[config.mk]
export PLATFORM = sky130hd
export DESIGN_NAME = polyprod_cell
export DESIGN_NICKNAME = d
export VERILOG_FILES = /design/src/rtl/core/polyprod_pkg.sv /design/src/rtl/core/polyprod_cell.sv
export SDC_FILE = /design/constraint.sdc
export NUM_CORES = 1
export LEC_CHECK = 0
export CORE_MARGIN = 2
export CORE_UTILIZATION = 40
export DETAILED_ROUTE_END_ITERATION = 16
export DONT_BUFFER_PORTS = 1
export PLACE_DENSITY = 0.56
export SKIP_CTS_REPAIR_TIMING = 1
export SYNTH_ARGS = -nofsm -noshare
export SYNTH_HDL_FRONTEND = slang
export SYNTH_SLANG_ARGS = --single-unit
[constraint.sdc]
create_clock -name clock -period 10.4 [get_ports clock]
set_input_delay 1.04 -clock clock [delete_from_list [all_inputs] [get_ports clock]]
set_output_delay 1.04 -clock clock [all_outputs]
set_load 0.02 [all_outputs]
[src/rtl/core/polyprod_pkg.sv]
`default_nettype none
// ----------------------------------------------------------------------------
// polyprod_pkg
// Shared widths, codes and control bundle for the polynomial product block.
// ----------------------------------------------------------------------------
package polyprod_pkg;

   localparam int MAX_COEFFS = 32;
   localparam int INDEX_W    = $clog2(MAX_COEFFS);
   localparam int COUNT_W    = 6;
   localparam int COEFF_W    = 16;
   localparam int PROD_W     = 2 * COEFF_W;
   localparam int VALUE_W    = 40;

   typedef enum logic [1:0] {
      FUNC_LOAD_A  = 2'd0,
      FUNC_LOAD_B  = 2'd1,
      FUNC_COMPUTE = 2'd2,
      FUNC_NONE    = 2'd3
   } func_type;

   typedef enum logic {
      REG_A_COUNT = 1'b0,
      REG_B_COUNT = 1'b1
   } reg_index_type;

   // bundle broadcast from the sequencer to every cell
   typedef struct packed {
      logic                       load;
      logic [INDEX_W-1:0]         load_idx;
      logic signed [COEFF_W-1:0]  load_value;
      logic                       step;
      logic                       clear;
      logic signed [COEFF_W-1:0]  x;
      logic [COUNT_W-1:0]         active_count;
   } cell_ctl_type;

endpackage
`default_nettype wire

[src/rtl/core/polyprod_cell.sv]
`default_nettype none
// ----------------------------------------------------------------------------
// polyprod_cell
// One tap of the transposed convolution chain: holds one first-polynomial
// coefficient and one partial sum, adds its product to the neighbour's sum.
// ----------------------------------------------------------------------------
module polyprod_cell (
   input  logic                                        clock,
   input  logic [polyprod_pkg::INDEX_W-1:0]            cell_id,
   input  polyprod_pkg::cell_ctl_type                  ctl,
   input  logic signed [polyprod_pkg::VALUE_W-1:0]     acc_in,
   output logic signed [polyprod_pkg::VALUE_W-1:0]     acc_out
);

   logic signed [polyprod_pkg::COEFF_W-1:0] coeff_ff;
   logic signed [polyprod_pkg::VALUE_W-1:0] acc_ff;
   logic signed [polyprod_pkg::VALUE_W-1:0] acc_in_sum;
   logic signed [polyprod_pkg::PROD_W-1:0]  mult;
   logic signed [polyprod_pkg::PROD_W-1:0]  prod;
   logic                                    active;

   // signed product formed on its own so both operands sign-extend
   assign mult   = coeff_ff * ctl.x;

   // taps at or beyond the first polynomial's length contribute nothing
   assign active = ({1'b0, cell_id} < ctl.active_count);
   assign prod   = active ? mult : '0;
   assign acc_in_sum = acc_in +
      {{(polyprod_pkg::VALUE_W - polyprod_pkg::PROD_W){prod[polyprod_pkg::PROD_W-1]}}, prod};

   always_ff @(posedge clock) begin
      if (ctl.load && (ctl.load_idx == cell_id)) begin
         coeff_ff <= ctl.load_value;
      end
   end

   always_ff @(posedge clock) begin
      if (ctl.clear) begin
         acc_ff <= '0;
      end else if (ctl.step) begin
         acc_ff <= acc_in_sum;
      end
   end

   assign acc_out = acc_ff;

endmodule
`default_nettype wire

# After elaboration in Yosys (flattened, before gate mapping)
# Index checks and enable logic that the tools add are counted.
# Widths: inputs -> output; s select.
[op_classes] reduce_logical=1 magnitude_cmp=1 muxes=1 n_eq_ne=1 div_mod_pow=0 mul=1 addsub=1 n_bitwise=0 n_shift=0
[op_table] operator="$add 40x40->40" count=1
[op_table] operator="$mul 16x16->32" count=1
[op_table] operator="$mux 32" count=1
[op_table] operator="$lt 5x6->1" count=1
[op_table] operator="$eq 5x5->1" count=1
[op_table] operator="$logic_and 1x1->1" count=1
[totals] mem_bits_ro=0 n_memories=0 output_inout_bits=40 input_bits=92 word_cells=8 ram_bits=0 latch_bits=0 ff_bits=56

# Depth between registers and ports, before layout
[logic_depth] ltp_word=3 ltp_mapped=34 depth_no_buf=33

# Worst setup path after synthesis
# No wires, ideal clock.
[synth_path] kind="input-to-reg" startpoint="input port ctl[13] (netlist bit)" endpoint="register acc_ff (netlist bit acc_out[39])" setup_slack_ps=1780 arrival_ps=8534 cell_stages=32 n_path_buf=1 setup_time_ps=86 required_time_ps=10314 cell_sequence="clkbuf_1 -> nand2_1 -> fa_1 -> inv_1 -> fa_1 -> inv_1 -> fa_1 -> inv_1 -> fa_1 -> fa_1 -> inv_1 -> fa_1 -> inv_1 -> ha_1 -> a21oi_1 -> o221ai_1 -> a31oi_4 -> o21bai_4 -> a2111o_1 -> a21o_1 -> a31oi_1 -> mux2_1 -> ha_1 -> nand4_1 -> a211oi_1 -> a21oi_1 -> o21ai_1 -> a31o_2 -> a21oi_1 -> a311o_1 -> xor3_1 -> a211oi_1"
[synth_via] elab_chain_len=3
[synth_rtl] item="from (decl)" line_no="polyprod_cell.sv:10" source="input polyprod_pkg::cell_ctl_type ctl,"
[synth_rtl] item="$mul 16x16->32" line_no="polyprod_cell.sv:23" source="assign mult = coeff_ff * ctl.x;"
[synth_rtl] item="$mux 32" line_no="polyprod_cell.sv:27" source="assign prod = active ? mult : '0;"
[synth_rtl] item="$add 40x40->40" line_no="polyprod_cell.sv:28" source="assign acc_in_sum = acc_in +"
[synth_rtl] item="to (signal assigned)" line_no="polyprod_cell.sv:41" source="acc_ff <= acc_in_sum;"
[synth_rtl] item="to (decl)" line_no="polyprod_cell.sv:16" source="logic signed [polyprod_pkg::VALUE_W-1:0] acc_ff;"
# Every way passes these cells.
# A chain may end at the register's enable or synchronous reset.

# Worst setup path after layout
[layout_path] startpoint="register coeff_ff[7] (netlist bit)" endpoint="register acc_ff (netlist bit acc_out[39])"
[layout_via] elab_chain_len=3
[layout_rtl] item="from (decl)" line_no="polyprod_cell.sv:15" source="logic signed [polyprod_pkg::COEFF_W-1:0] coeff_ff;"
[layout_rtl] item="from (signal assigned)" line_no="polyprod_cell.sv:33" source="coeff_ff <= ctl.load_value;"
[layout_rtl] item="$mul 16x16->32" line_no="polyprod_cell.sv:23"
[layout_rtl] item="$mux 32" line_no="polyprod_cell.sv:27"
[layout_rtl] item="$add 40x40->40" line_no="polyprod_cell.sv:28"
# Every way passes these cells.

==> results by group <==
Synth
  – Cell variety after synth: 65
  – Count leader, synth: inv_1
  – YS warnings: 0
  – Post-synth ARST share: 0
  – Post-Syn Nets: 2031
  – Syn Inst Count: 1551
  – Post-synth top area cell: fa_1
  – Top cells by area, synth: fa_1 38%, ha_1 11%, inv_1 8.3%, dfxtp_1 5.8%, and2_1 5.7%
  – Post-synth top flop: dfxtp_1
  – Yosys top cell area share: 0.380
  – Post-synth EDFFs: 16
  – Post-synth top cells: 308 x inv_1, 263 x fa_1, 156 x nand2_1
  – Mapped cell area: 13900 um2
  – Sequential area share after synthesis: 0.0925
  – Mean Syn Cell Area: 8.93 um2
  – Synthesized flop and latch total: 56

Placed design
  – Area after DPL: 14300 um2
  – Number of port buffers: 0
  – Hpwl dp: 28600 um
  – Gpl congestion: 0.858

GRT
  – First-pass GRT wire length: 56000 um
  – Initial antenna violation count: 3
  – GRT overflow: 0
  – Pin count of the biggest net entering global routing: 56
  – Vias in the first global route: 10588
  – GRT Total Usage: 0.198

Flow run
  – Maxcap violations: 0

Clock tree
  – Clk buf depth: 2
  – Clock root buffer master: clkbuf_16
  – Clock-pin slew on the worst setup and hold paths: 90 ps
  – Worst skew pair latency: 330 ps
  – CTS H-tree lvls: 2
  – Sink Count: 56
  – TritonCTS clock tree: built
  – CTS Buf Count: 5

Critical path
  – Reg2reg end: acc_out[39]
  – Worst R2R Setup Slack: 1520 ps
  – Crit path kind: flip-flop to flip-flop
  – Worst EP required: 10650 ps
  – CP Data Arrival Time: 9130 ps
  – Kind of end point of the critical path: flip-flop
  – Crit-path most repeated cell: fa_1
  – Reg2Reg Launch Point: coeff_ff[7]
  – Startpoint types: flip-flop
  – Slowest stage cell, crit path: edfxtp_1
  – CP max stage delay: 780 ps
  – Crit Path Max Fanout: 16
  – FF-to-FF path depth: 31

Timing
  – Maximum operating frequency: 113 MHz
  – Slew Viols, Final: 0
  – Clock Skew: 8.56 ps
  – Worst slew margin: 0.483
  – Worst-Margin Slew: 775 ps
  – Final Cycle Share: 0.853
  – Tmin final: 8880 ps
  – RSZ-0062 raised after global routing: false
  – Setup-failing EPs final: 0
  – Hold Fails Final Rpt: 0
  – Post-route setup TNS: 0 ps

Finish
  – Layout net count: 1994
  – Final Cell Area: 14400 um2
  – Area grow syn2layout: 4.25%
  – Layout cells sized above 1: 0.0172

Worst hold path
  – Worst Hold Class: flip-flop to flip-flop
  – Hold depth: 2
  – Worst hold endpoint: acc_out[37]
  – Hold Path Origin: acc_out[37]

Floorplan
  – Die ar.: 36100 um2
  – Die Y: 190 um
  – Core box area: 34300 um2
  – Die X: 190 um
  – Initial Utilization: 0.404
  – FP Rows: 68
  – I/O pins: 132

Routing
  – Routed WL per cell: 17.1 um
  – Routed WL: 33800 um
  – Vias: 9996
  – # DRC: 0
  – First-pass DRT Iterations: 5
  – Vias per cell: 5.07
  – Routed Antenna Nets: 0
  – Initial detailed-routing violation count: 528

Run status
  – Status: finished, final reports clean
stage by stage:
stage | hold WS [ps] | util | worst slack [ps] | std cells
after floorplan | 534 | - | 1780 | 1551
after global placement | 565 | 0.416 | 1580 | 1962
after detailed placement | 571 | 0.416 | 1400 | 1962
after CTS | 582 | 0.421 | 1540 | 1970
after global routing | 603 | 0.421 | 959 | 1970
final | 576 | 0.421 | 1520 | 1972
layout by cell type (no fill, tap or decap), types with 8 or more instances in the layout:
master    instances
o21bai_1         10
inv_1           308
a21oi_1          55
mux2i_1          23
nand2_1         156
nor3_1           10
and3_1            9
xnor2_1          40
nand2b_1         18
xor2_1           25
o21a_1            8
nor2_1          102
ha_1            125
a211oi_1         15
o21ai_0          38
and2_1          126
nand3_1          12
nor2b_1          10
a21o_1           26
edfxtp_1         16
dfxtp_1          40
fa_1            263
layout make-up:
| cell class | count | area, um2 |
|---|---|---|
| fill | 3449 | 19800 |
| multi-input combinational | 1140 | 11200 |
| sequential | 56 | 1280 |
| inverter | 308 | 1160 |
| tap | 455 | 569 |
| clock buffer | 6 | 150 |
| timing repair buffer | 3 | 22.5 |
| clock inverter | 2 | 16.3 |
| antenna | 2 | 5.00 |
state kept, by name, indices dropped and copies added (netlist names):
signal / cells
acc_out: 40
coeff_ff: 16
kinds of logic (layout without fill, tap and decap cells):
| logic type | Yosys count | in the layout | share of synthesized area |
|---|---|---|---|
| adders and majority gates | 388 | 388 | 0.493 |
| AOI/OAI and AO/OA | 198 | 198 | 0.0954 |
| muxes | 25 | 25 | 0.0185 |
| and+or+nand+nor | 463 | 463 | 0.162 |
| buffers and inverters | 355 | 319 | 0.0962 |
| xor gates and xnor gates | 66 | 66 | 0.0428 |
| DFF | 56 | 56 | 0.0925 |
| other | 0 | 2 | 0 |
layer usage:
layer | vias to the layer above | track usage | share of wire
met5 | - | 0 | 0
met4 | 0 | 0.0435 | 0.017
met3 | 38 | 0.0413 | 0.050
met2 | 176 | 0.346 | 0.51
met1 | 5040 | 0.251 | 0.43
li1 | 4742 | - | -
worst max-delay path: cells and delay by family (launching register included):
family,cells,cell delay (ps)
simple gates,2,320
flops,1,780
fa+ha+maj,8,3750
buf+inv,5,250
xor+xnor,1,180
compound gates,14,3150
mux,1,360
worst max-delay path by stage:
stage / from / end / slack [ps] / cells after the start
final: coeff_ff[7] / acc_out[39] / 1520 / 31
after global routing: coeff_ff[12] / acc_out[39] / 960 / 29
after CTS: coeff_ff[7] / acc_out[39] / 1540 / 31
after detailed placement: ctl[10] / acc_out[39] / 1400 / 30
after global placement: ctl[10] / acc_out[39] / 1580 / 30
after floorplan: ctl[13] / acc_out[39] / 1780 / 32
Power is not shown: default switching activity piles up to over one toggle a cycle in this logic, so the estimate is an artifact.
