<file path="config.mk">
export PLATFORM = sky130hd
export DESIGN_NAME = polyprod_seq
export DESIGN_NICKNAME = d
export VERILOG_FILES = /design/src/rtl/core/polyprod_pkg.sv /design/src/rtl/core/polyprod_seq.sv
export SDC_FILE = /design/constraint.sdc
export NUM_CORES = 1
export LEC_CHECK = 0
export BUFFER_PORTS_ARGS = -buffer_cell sky130_fd_sc_hd__buf_4
export CORE_MARGIN = 4
export CORE_UTILIZATION = 55
export DETAILED_ROUTE_END_ITERATION = 6
export PLACE_DENSITY = 0.75
export RECOVER_POWER = 50
export REMOVE_ABC_BUFFERS = 1
export SYNTH_ARGS = -nofsm -noshare
export SYNTH_HDL_FRONTEND = slang
export SYNTH_SLANG_ARGS = --single-unit
export TNS_END_PERCENT = 100
</file>
<file path="constraint.sdc">
create_clock -name clock -period 2.45 [get_ports clock]
set_input_delay 0.245 -clock clock [delete_from_list [all_inputs] [get_ports clock]]
set_output_delay 0.245 -clock clock [all_outputs]
set_load 0.005 [all_outputs]
</file>
<file path="src/rtl/core/polyprod_pkg.sv">
`default_nettype none
// ----------------------------------------------------------------------------
// polyprod_pkg
// Shared widths, codes and control bundle for the polynomial product block.
// ----------------------------------------------------------------------------
package polyprod_pkg;

   localparam int MAX_COEFFS = 32;
   localparam int INDEX_W    = $clog2(MAX_COEFFS);
   localparam int COUNT_W    = 6;
   localparam int COEFF_W    = 16;
   localparam int PROD_W     = 2 * COEFF_W;
   localparam int VALUE_W    = 40;

   typedef enum logic [1:0] {
      FUNC_LOAD_A  = 2'd0,
      FUNC_LOAD_B  = 2'd1,
      FUNC_COMPUTE = 2'd2,
      FUNC_NONE    = 2'd3
   } func_type;

   typedef enum logic {
      REG_A_COUNT = 1'b0,
      REG_B_COUNT = 1'b1
   } reg_index_type;

   // bundle broadcast from the sequencer to every cell
   typedef struct packed {
      logic                       load;
      logic [INDEX_W-1:0]         load_idx;
      logic signed [COEFF_W-1:0]  load_value;
      logic                       step;
      logic                       clear;
      logic signed [COEFF_W-1:0]  x;
      logic [COUNT_W-1:0]         active_count;
   } cell_ctl_type;

endpackage
`default_nettype wire

</file>
<file path="src/rtl/core/polyprod_seq.sv">
`default_nettype none
// ----------------------------------------------------------------------------
// polyprod_seq
// Input decode, count registers, second-coefficient memory and the step
// sequencer that feeds the cell chain and tags each result word.
// ----------------------------------------------------------------------------
module polyprod_seq (
   input  logic                                      clock,
   input  logic                                      reset,
   input  logic                                      req_tvalid,
   output logic                                      req_tready,
   input  polyprod_pkg::func_type                    req_func,
   input  logic [polyprod_pkg::INDEX_W-1:0]          req_index,
   input  logic signed [polyprod_pkg::COEFF_W-1:0]   req_value,
   input  logic                                      csr_we,
   input  polyprod_pkg::reg_index_type               csr_index,
   input  logic [polyprod_pkg::COUNT_W-1:0]          csr_wdata,
   output polyprod_pkg::cell_ctl_type                ctl,
   output logic                                      rsp_tvalid,
   input  logic                                      rsp_tready,
   output logic [polyprod_pkg::COUNT_W-1:0]          rsp_index,
   output logic                                      rsp_tlast
);

   localparam int CW = polyprod_pkg::COUNT_W;

   logic [CW-1:0] a_count_ff, a_count_in;
   logic [CW-1:0] b_count_ff, b_count_in;
   logic [CW-1:0] ac, bc, total;

   logic          issue_ff, issue_in;
   logic [CW-1:0] k_ff, k_in;
   logic          s1_valid_ff, s1_valid_in;
   logic [CW-1:0] s1_idx_ff;
   logic          s1_inb_ff;
   logic          s1_last_ff;
   logic          rsp_valid_ff, rsp_valid_in;
   logic [CW-1:0] rsp_idx_ff;
   logic          rsp_last_ff;

   logic signed [polyprod_pkg::COEFF_W-1:0] b_mem [polyprod_pkg::MAX_COEFFS];
   logic signed [polyprod_pkg::COEFF_W-1:0] rd_ff;

   logic accept, start, adv, issue_end;

   function automatic logic [CW-1:0] eff_count(input logic [CW-1:0] c);
      logic [CW-1:0] r;
      r = c;
      if (c == '0) begin
         r = CW'(1);
      end else if (c > CW'(polyprod_pkg::MAX_COEFFS)) begin
         r = CW'(polyprod_pkg::MAX_COEFFS);
      end
      return r;
   endfunction

   assign ac    = eff_count(a_count_ff);
   assign bc    = eff_count(b_count_ff);
   assign total = ac + bc - CW'(1);

   assign req_tready = !(issue_ff || s1_valid_ff || rsp_valid_ff);
   assign accept     = req_tvalid && req_tready;
   assign start      = accept && (req_func == polyprod_pkg::FUNC_COMPUTE);
   // the whole chain freezes while a result word waits
   assign adv        = !rsp_valid_ff || rsp_tready;
   assign issue_end  = issue_ff && adv && (k_ff == total - CW'(1));

   always_comb begin
      a_count_in = a_count_ff;
      b_count_in = b_count_ff;
      if (csr_we) begin
         case (csr_index)
            polyprod_pkg::REG_A_COUNT: a_count_in = csr_wdata;
            polyprod_pkg::REG_B_COUNT: b_count_in = csr_wdata;
            default: ;
         endcase
      end
   end

   always_comb begin
      issue_in     = issue_ff;
      k_in         = k_ff;
      s1_valid_in  = s1_valid_ff;
      rsp_valid_in = rsp_valid_ff;
      if (start) begin
         issue_in = 1'b1;
         k_in     = '0;
      end else if (adv && issue_ff) begin
         k_in = k_ff + CW'(1);
         if (issue_end) begin
            issue_in = 1'b0;
         end
      end
      if (adv) begin
         s1_valid_in  = issue_ff;
         rsp_valid_in = s1_valid_ff;
      end
   end

   always_ff @(posedge clock) begin
      if (reset) begin
         a_count_ff   <= CW'(1);
         b_count_ff   <= CW'(1);
         issue_ff     <= 1'b0;
         k_ff         <= '0;
         s1_valid_ff  <= 1'b0;
         rsp_valid_ff <= 1'b0;
      end else begin
         a_count_ff   <= a_count_in;
         b_count_ff   <= b_count_in;
         issue_ff     <= issue_in;
         k_ff         <= k_in;
         s1_valid_ff  <= s1_valid_in;
         rsp_valid_ff <= rsp_valid_in;
      end
   end

   // tags travel alongside the read word and the chain head
   always_ff @(posedge clock) begin
      if (adv) begin
         s1_idx_ff   <= k_ff;
         s1_inb_ff   <= (k_ff < bc);
         s1_last_ff  <= (k_ff == total - CW'(1));
         rsp_idx_ff  <= s1_idx_ff;
         rsp_last_ff <= s1_last_ff;
      end
   end

   always_ff @(posedge clock) begin
      if (accept && (req_func == polyprod_pkg::FUNC_LOAD_B)) begin
         b_mem[req_index] <= req_value;
      end
   end

   always_ff @(posedge clock) begin
      if (adv) begin
         rd_ff <= b_mem[k_ff[polyprod_pkg::INDEX_W-1:0]];
      end
   end

   always_comb begin
      ctl.load         = accept && (req_func == polyprod_pkg::FUNC_LOAD_A);
      ctl.load_idx     = req_index;
      ctl.load_value   = req_value;
      ctl.step         = adv && s1_valid_ff;
      ctl.clear        = start;
      ctl.x            = s1_inb_ff ? rd_ff : '0;
      ctl.active_count = ac;
   end

   assign rsp_tvalid = rsp_valid_ff;
   assign rsp_index  = rsp_idx_ff;
   assign rsp_tlast  = rsp_last_ff;

   a_ready_only_when_empty: assert property (@(posedge clock) disable iff (reset)
      req_tready |-> (!rsp_valid_ff && !s1_valid_ff && !issue_ff))
      else $error("input accepted while a product is in flight");

   a_last_index: assert property (@(posedge clock) disable iff (reset)
      (rsp_valid_ff && rsp_last_ff) |-> (rsp_idx_ff == total - CW'(1)))
      else $error("last word carries the wrong index");

   a_issue_stops: assert property (@(posedge clock) disable iff (reset)
      issue_end |=> !issue_ff)
      else $error("sequencer ran past the final coefficient");

   a_stall_holds_chain: assert property (@(posedge clock) disable iff (reset)
      (rsp_valid_ff && !rsp_tready) |=> ($stable(rsp_idx_ff) && $stable(k_ff)))
      else $error("chain advanced while a result word was stalled");

endmodule
`default_nettype wire
</file>
# [After elaboration in Yosys (flattened, before gate mapping)]
# Memory sizes are Yosys's and may differ from the RTL's. A register that Yosys moved wholly into a read port is not among the register bits.
# Index checks and enable logic that the tools add are counted.
[op_classes] addsub=4 order_cmp=3 eq_ne=3 n_mux=10 bitwise_logic=1 reduce_logical=21
[ops] op="2-to-1 mux 6 bit" count=4
[ops] op="2-to-1 mux 16 bit" count=1
[ops] op="> comparator 6 bit (second input constant)" count=2
[ops] op="logical NOT 6 bit" count=2
[ops] op="subtractor 6 x 1 -> 6 bit (second input constant)" count=2
[ops] op="logical AND 1 bit" count=7
[ops] op="adder 6 x 1 -> 6 bit (second input constant)" count=1
[ops] op="adder 6 bit" count=1
[ops] op="== test 6 bit" count=1
[ops] op="< comparator 6 bit" count=1
[ops] op="AND reduction 2 bit" count=3
[ops] op="2-to-1 mux 1 bit" count=5
[ops] op="nonzero test 2 bit" count=2
[ops] op="logical OR 1 bit" count=3
[ops] op="== test 2 x 1 -> 1 bit (second input constant)" count=1
[ops] op="== test 2 bit (second input constant)" count=1
[ops] op="logical NOT 1 bit" count=2
[ops] op="logical NOT 2 bit" count=1
[ops] op="OR reduction 2 bit" count=1
[ops] op="NOT 1 bit" count=1
[totals] reg_bits=36 mem_bits_rw=512 inputBits=35 out_inout_bits=55 wordCells=54 memories=1
[memory_table] memory="b_mem" words=32 width=16 read_ports=1 rd_clocked_by_memory_dff=1 wr=1 line="polyprod_seq.sv:41" source="logic signed [polyprod_pkg::COEFF_W-1:0] b_mem [polyprod_pkg::MAX_COEFFS];"

# [Logic depth before layout (Yosys ltp)]
# Gate-level depths: netlist (run 1).
[logic_depth] ltp_word=11 ltp_mapped=12

# [Worst setup path before layout (run 1)]
# Ideal clock, no wire load.
[synth_timing] path_type="register to register" from="reg issue_ff" to="mem b_mem[28][0] in the netlist's numbering, enable pin" t_arrival_ns=2.137 required_time_ns=2.062 slack_ns=-0.076 stages_incl_launch_ff=6 n_path_buf=0 period_less_slack_ns=2.526 cell_sequence="dfxtp_1 > nor3_1 > nand2_1 > nor4b_1 > nand3_1 > nor2_1"
[synth_via] elab_chain_cells=7
[synth_lines] item="start: declaration" line="polyprod_seq.sv:31" source="logic issue_ff, issue_in;"
[synth_lines] item="start signal: assignment" line="polyprod_seq.sv:111" source="issue_ff <= issue_in;"
[synth_lines] item="logical OR 1 bit (2 in a row)" line="polyprod_seq.sv:61" source="assign req_tready = !(issue_ff || s1_valid_ff || rsp_valid_ff);"
[synth_lines] item="logical NOT 1 bit" line="polyprod_seq.sv:61"
[synth_lines] item="via req_tready" line="polyprod_seq.sv:11" source="output logic req_tready,"
[synth_lines] item="logical AND 1 bit" line="polyprod_seq.sv:62" source="assign accept = req_tvalid && req_tready;"
[synth_lines] item="logical AND 1 bit" line="polyprod_seq.sv:130" source="if (accept && (req_func == polyprod_pkg::FUNC_LOAD_B)) begin"
[synth_lines] item="2-to-1 mux 1 bit" line="polyprod_seq.sv:130"
[synth_lines] item="2-to-1 mux 1 bit (not written as such)" line="polyprod_seq.sv:131" source="b_mem[req_index] <= req_value;"
[synth_lines] item="end: declaration" line="polyprod_seq.sv:41"
# The timed path passes the listed nets, and every way through them passes these cells.

# [Final worst setup path (run 1)]
[layout_timing] from="reg a_count_ff[1]" to="reg issue_ff"
[layout_via] elab_chain_cells=10 elab_cells_between_ends=11 classes_between="add/sub: 3; order compare: 1; eq/ne: 1; mux: 2; reduce/logical: 4"
[layout_lines] item="start: declaration" line="polyprod_seq.sv:27" source="logic [CW-1:0] a_count_ff, a_count_in;"
[layout_lines] item="start signal: assignment" line="polyprod_seq.sv:109" source="a_count_ff <= a_count_in;"
[layout_lines] item="> comparator 6 bit" line="polyprod_seq.sv:51" source="end else if (c > CW'(polyprod_pkg::MAX_COEFFS)) begin"
[layout_lines] item="2-to-1 mux 6 bit" line="polyprod_seq.sv:51"
[layout_lines] item="2-to-1 mux 6 bit *" line="polyprod_seq.sv:49" source="if (c == '0) begin"
[layout_lines] item="adder 6 bit *" line="polyprod_seq.sv:59" source="assign total = ac + bc - CW'(1);"
[layout_lines] item="subtractor 6 x 1 -> 6 bit *" line="polyprod_seq.sv:59"
[layout_lines] item="subtractor 6 x 1 -> 6 bit *" line="polyprod_seq.sv:66" source="assign issue_end = issue_ff && adv && (k_ff == total - CW'(1));"
[layout_lines] item="== test 6 bit *" line="polyprod_seq.sv:66"
[layout_lines] item="logical AND 1 bit *" line="polyprod_seq.sv:66"
[layout_lines] item="nonzero test 2 bit (no source line) *"
[layout_lines] item="AND reduction 2 bit (no source line) *"
# Every way passes the cells marked *; elsewhere a longest branch is shown, timed or not.
# A chain may end at the register's enable or synchronous reset.

==> metrics, run 1 <==
outcome finished with violations; violated checks max-capacitance violations, max-slew violations, negative setup slack; CTS root buffer clkbuf_16; share of cells above drive strength 1 0.323; vias in the first global route 11,083; TritonRoute pass-1 iters 5; Clk pwr share 0.396; simple-gate share of the synthesized area 0.0372; Residual DRC 0; CP Cell Sequence nor4_2 -> nor2_1 -> nor2_2 -> ha_2 -> ha_4 -> inv_2 -> fa_1 -> nor2b_1 -> o21a_1 -> nor3_1 -> nor4bb_2 -> a311oi_1; final core occ 0.656; post-placement cell area approximately 24,000 µm²; num rows 72; Fin Setup TNS -113 ps; P_int 15,400 µW; Area Growth Syn to Fin 16.7%; Max stage delay on crit path 390 ps; Die ar. 43,200 µm²; Hold WC Path Type in2reg; Post-Synth XOR/XNOR Area 0.00597; P_sw 3940 µW; nature of the critical path startpoint flop; IO buf count 89; relative slew slack -0.0288; FFs w/ async S/R, synth 0; Synth Warn # 0; gpl congestion 0.801; Yosys reg bits 564; Hold Startpoint req_func[0]; CP Data Required Time between 2000 and 3000 ps; r2r endpoint issue_ff; Final Max Slew Viols just under 70; PD cells ~750 nW/µm²; critical path data arrival time 2980 ps; hold-critical path depth 4; Die Width 208 µm; Clock transition at path regs 60 ps; Die H 208 µm; GR Overflow Total 0; RSZ-0062 raised after global routing true; Final nets between 1,000 and 1,500; FMAX roughly 0.39 GHz; Logic pwr share 0.053; Ports 90; library cells used by synthesis 38; Worst Setup SP a_count_ff[1]; Worst-Margin Slew ~1500 ps; clock latency on the worst-skew pair roughly 580 ps; via/cell ratio between 6 and 7; CORE AREA between 30,000 and 40,000 µm²; Setup WS pre-CTS -290 ps; Reg2Reg Depth 12; DR vias around 11,000; skew final 18.3 ps; Reg-to-Reg Start a_count_ff[1]; Final min period between 2000 and 3000 ps; Adder-Cell Fraction of Synth Area 0.00945; complex-gate fraction of the synthesized area 0.0147; worst hold slack 32.0 ps; DRT Wirelength 46,200 µm; largest net degree at the start of global routing 55; # H-tree levels 2; combinational family with the most area after synthesis multiplexers; Max FO, Critical Path 2; Setup WS post-layout -101 ps; multiplexer area fraction after synthesis 0.150; Setup Viol. Count Final 2; Crit Path Category reg2reg; Cells after Synth ~1,100; WL/cell 25.7 µm; final hold violations 0; dominant synthesized flop cell edfxtp_1; CTS tree yes; DP Wirelength 27,600 µm; Starting Density 0.562; synthesized area 22,000 µm²; antenna violations before repair 0; Lkg Pwr 0.00826 µW; share of the yosys chip area belonging to registers 0.761; Longest Clk Path Bufs 3; Num CTS Buffers 53; IR drop worst, VDD slightly above 0.6 mV; TritonCTS Sinks approximately 560; GRT Util Overall 0.215; Crit-path slowest cell fa_1; nature of the critical path endpoint flop; max_cap viols 2; R2R setup slack -100 ps; syn avg cell area 20.9 µm²; Final Instance Area 25,700 µm²; Switching Share 0.204; Post-synth EDFFs around 540; sequential share of power 0.551; n_diodes 0; Hold EP issue_ff; Period Utilization, post-route 1.04; post-route ant nets 0; first-pass GRT wire length 70,100 µm; Starting DRT DRC Count 981
[power groups by stage]
stage / logic [µW] / registers, µW / clock network (µW)
2_1_floorplan: 496 / 10900 / 0
3_3_place_gp: 982 / 10800 / 0
3_5_place_dp: 1010 / 10900 / 0
4_1_cts: 1060 / 10600 / 7790
5_1_grt: 1120 / 10700 / 8220
6_report: 1030 / 10700 / 7650
[sequential cells by signal, indices dropped and copies added, names as in the netlist, 6 cells and up]
name,cells
b_mem,512
rd_ff,16
s1_idx_ff,6
k_ff,6
b_count_ff,6
rsp_index,6
a_count_ff,6
[synthesized netlist by cell type, drive strengths merged (4+ instances only)]
master / instances / area [µm²]
edfxtp: 543 / 16300
mux4: 144 / 3240
buf: 53 / 349
nor2: 50 / 188
o22ai: 32 / 200
nand2: 22 / 82.6
clkbuf: 21 / 78.8
dfxtp: 21 / 420
nor2b: 19 / 119
nor3: 19 / 95.1
and2: 18 / 113
inv: 17 / 63.8
ha: 15 / 188
a21oi: 11 / 55.1
nand3: 11 / 55.1
xnor2: 10 / 87.6
nand2b: 8 / 50.1
mux2i: 5 / 50.1
xor2: 5 / 43.8
and3: 4 / 25.0
[cell families after synthesis]
family	after synthesis
xor gates and xnor gates	15
AOI/OAI and AO/OA	52
DFF	564
buffers and inverters	91
muxes	149
and+or+nand+nor	164
adders and majority gates	16
[per-stage QoR]
step / power (µW) / std cells
4_1_cts: 19500 / 1796
3_5_place_dp: 11900 / 1678
5_1_grt: 20000 / 1795
3_3_place_gp: 11800 / 1678
2_1_floorplan: 11400 / 977
6_report: 19300 / 1795
[layout make-up]
cell class	instances	area [µm²]
inverters	17	63.8
repair buffers	204	1760
fillers	2529	13400
well taps	518	648
clock inverters	38	259
flip-flops and latches	564	16700
multi-input cells	396	4850
clock buffers	58	1350
[worst max-delay path by stage]
stage	end	slack, ps
after floorplan	rd_ff[0]	-4500
after global placement	issue_ff	-180
after detailed placement	issue_ff	-290
after CTS	issue_ff	-120
after global routing	issue_ff	-220
final	issue_ff	-100
[routing by layer]
layer | up-vias | GRT usage | share of wire
met5 | - | 0 | 0
met4 | 0 | 0.0646 | 0.024
met3 | 70 | 0.0420 | 0.080
met2 | 463 | 0.348 | 0.49
met1 | 5584 | 0.303 | 0.40
li1 | 4658 | - | -
[worst max-delay path: cells and delay by family (launching register included)]
family,cells,cell delay [ps]
simple gates,6,1020
fa+ha+maj,3,720
flops,1,330
compound gates,2,300
buf+inv,1,30
[what timing repair did]
item / 4_1_cts / 5_1_grt
hold buffers: 15 / 0
gates cloned: 0 / 0
hold endpoints to repair: 15 / 0
resized for setup: 15 / 1
pin swaps: 8 / 6
setup endpoints to repair: 2 / 4
buffers inserted: 7 / 0
[cells in the final DEF, fill, tap and decap left out, types with 2 or more instances in the layout]
cell type,instances
edfxtp_1,543
mux4_2,144
buf_4,116
clkbuf_16,53
nor2_1,34
o22ai_1,32
clkbuf_1,29
clkbuf_4,25
nand2_1,22
clkinv_1,21
buf_12,20
nor2b_1,19
nor3_1,19
and2_1,18
inv_1,16
nor2_2,16
dlygate4sd3_1,15
dfxtp_1,14
ha_1,13
nand3_1,11
a21oi_1,11
xnor2_1,10
clkinv_2,8
nand2b_1,7
xor2_1,5
mux2i_1,5
dfxtp_2,5
and3_1,4
or2_2,3
inv_6,3
bufinv_16,3
buf_6,3
nor4_2,2
o21a_1,2
nand4_1,2
o21ai_0,2
a211o_1,2
clkinvlp_4,2
dfxtp_4,2
Note: power is estimated with default switching activity, not from simulation.
==> run 2, diff against run 1 <==
--- a/constraint.sdc
+++ b/constraint.sdc
@@ -3,2 +3,2 @@
 set_output_delay 0.245 -clock clock [all_outputs]
-set_load 0.005 [all_outputs]
+set_load 0.1 [all_outputs]
==> run 2 against run 1 <==
- the flow still finishes with violations (max-capacitance violations, max-slew violations, negative setup slack)
- total power increased by 7.8%
- sequential power about the same
- via count increased by 1.5%
- clock power increased by 13%
- flip-flop and latch count unchanged
- non-clock buffer count increased by 2
- worst setup slack got worse by 2.7 ps
- die area unchanged
- clock skew increased by 3.9 ps
- final area increased by 1.5%
- final cell count increased by 0.45%
- sequential share of layout area decreased by 0.96 points
- largest cell class unchanged
- largest power group unchanged
- highest routed layer unchanged
==> metrics, run 2 (same netlist as run 1, synthesis figures left out) <==
outcome finished with violations; violated checks max-capacitance violations, max-slew violations, negative setup slack; final hold violations 0; CTS root buffer clkbuf_16; Area Growth Syn to Fin 18.4%; P_sw 4630 µW; num rows 72; Die ar. 43,200 µm²; Clk pwr share 0.415; RSZ-0062 raised after global routing true; Setup Viol. Count Final 2; Final nets 1,290; DRT Wirelength 47,500 µm; via/cell ratio 6.06; vias in the first global route roughly 11,000; Crit Path Category reg2reg; commonest non-fill, non-tap cell in the layout edfxtp_1; IO buf count 89; max_cap viols 2; sequential share of power 0.512; busiest grt layer met2; gpl congestion about 0.8; GRT Util Overall 0.220; Worst-Margin Slew 1610 ps; Period Utilization, post-route 1.04; skew final 22.1 ps; Starting Density 0.562; relative slew slack -0.0735; first-pass GRT wire length 71,800 µm; Starting DRT DRC Count 1,132; Filler Cell Count around 2,400; DP Wirelength 27,600 µm; TritonCTS Sinks 564; met2 usage 0.357; CP Data Required Time approximately 2900 ps; worst hold slack 124 ps; largest net degree at the start of global routing 55; clock latency on the worst-skew pair 600 ps; Die H 208 µm; Lkg Pwr 0.00844 µW; Clock transition at path regs 60 ps; register area 16,700 µm²; Residual DRC 0; Fin Setup TNS -129 ps; GR Overflow Total 0; P_int 16,200 µW; Switching Share 0.222; DR vias 10,933; FMAX ~0.39 GHz; Die Width slightly above 200 µm; met1 usage 0.313; critical path data arrival time 3010 ps; CTS tree yes; TritonRoute pass-1 iters 5; nature of the critical path startpoint flop; Final min period 2550 ps; nature of the critical path endpoint flop; # H-tree levels 2; PD cells approximately 800 nW/µm²; antenna violations before repair 1; n_diodes 0; max reg flops between 500 and 600; WL/cell 26.4 µm; post-route ant nets 0; Multi-input gate area between 4000 and 5000 µm²; Num CTS Buffers 54; Final Max Slew Viols 68; Longest Clk Path Bufs 3; IR drop worst, VDD roughly 0.84 mV; Hold WC Path Type in2reg; commonest cells after routing, fill and taps aside edfxtp_1 (543), mux4_2 (144), buf_4 (136), clkbuf_16 (60), nor2_1 (34); Ports 90; M3 GR Usage 0.0375; CORE AREA approximately 39,000 µm²; Logic pwr share 0.073; Setup WS post-layout -104 ps; Top reg by flops b_mem; share of cells above drive strength 1 0.339; Max FO, Critical Path 2; Largest regs b_mem x512, rd_ff x16
[run 2: routing by layer]
metal	vias to the layer above	wire [µm]
met5	-	0
met2	487	23700
met3	75	3440
li1	4666	-
met1	5705	19100
met4	0	1270
[run 2: path summary, 6_finish.rpt]
check           startpoint      endpoint  slack [ps]  cells past startpoint
max reg2reg  a_count_ff[4]      issue_ff        -100                     11
min reg2reg   s1_idx_ff[4]  rsp_index[4]         420                      0
min            req_func[1]      issue_ff         120                      4
max          a_count_ff[4]      issue_ff        -100                     11
[run 2: worst max-delay path, stage by stage, from the launching register on]
cell	delay [ps]
dfxtp_2	340
nor4_4	280
nor2_1	90
nor2_2	120
ha_2	210
ha_4	130
inv_2	30
fa_2	520
xor2_1	140
nand4_1	110
nor4bb_2	320
a311oi_1	130
[run 2: through the flow]
| step | area [µm²] | instances | power [µW] | setup slack (ps) | utilization |
|---|---|---|---|---|---|
| floorplan | 21600 | 977 | 11800 | -4500 | - |
| global placement | 23900 | 1678 | 12300 | -114 | 0.611 |
| detailed placement | 23900 | 1678 | 12300 | -204 | 0.611 |
| CTS | 26100 | 1803 | 21000 | -113 | 0.667 |
| global route | 26000 | 1803 | 21500 | -308 | 0.666 |
| finish | 26000 | 1803 | 20800 | -104 | 0.666 |
[run 2: repair_timing]
item,in CTS,in global routing
pin swaps,8,5
setup endpoints to repair,3,8
hold endpoints to repair,15,0
gates cloned,0,1
resized for setup,17,9
setup buffers,6,0
hold buffers,17,0
[run 2: cell type report]
cell class              instances  area share
inverters                      17     0.00245
clock buffers                  60      0.0572
repair buffers                206      0.0703
clock inverters                42      0.0156
well taps                     518      0.0249
multi-input cells             396       0.187
flip-flops and latches        564       0.643
[run 2: power by group through the flow]
| stage | sequential [µW] | combinational [µW] | clock [µW] |
|---|---|---|---|
| 2_1_floorplan | 11000 | 774 | 0 |
| 3_3_place_gp | 10900 | 1460 | 0 |
| 3_5_place_dp | 10900 | 1480 | 0 |
| 4_1_cts | 10700 | 1540 | 8770 |
| 5_1_grt | 10700 | 1620 | 9220 |
| 6_report | 10700 | 1530 | 8640 |
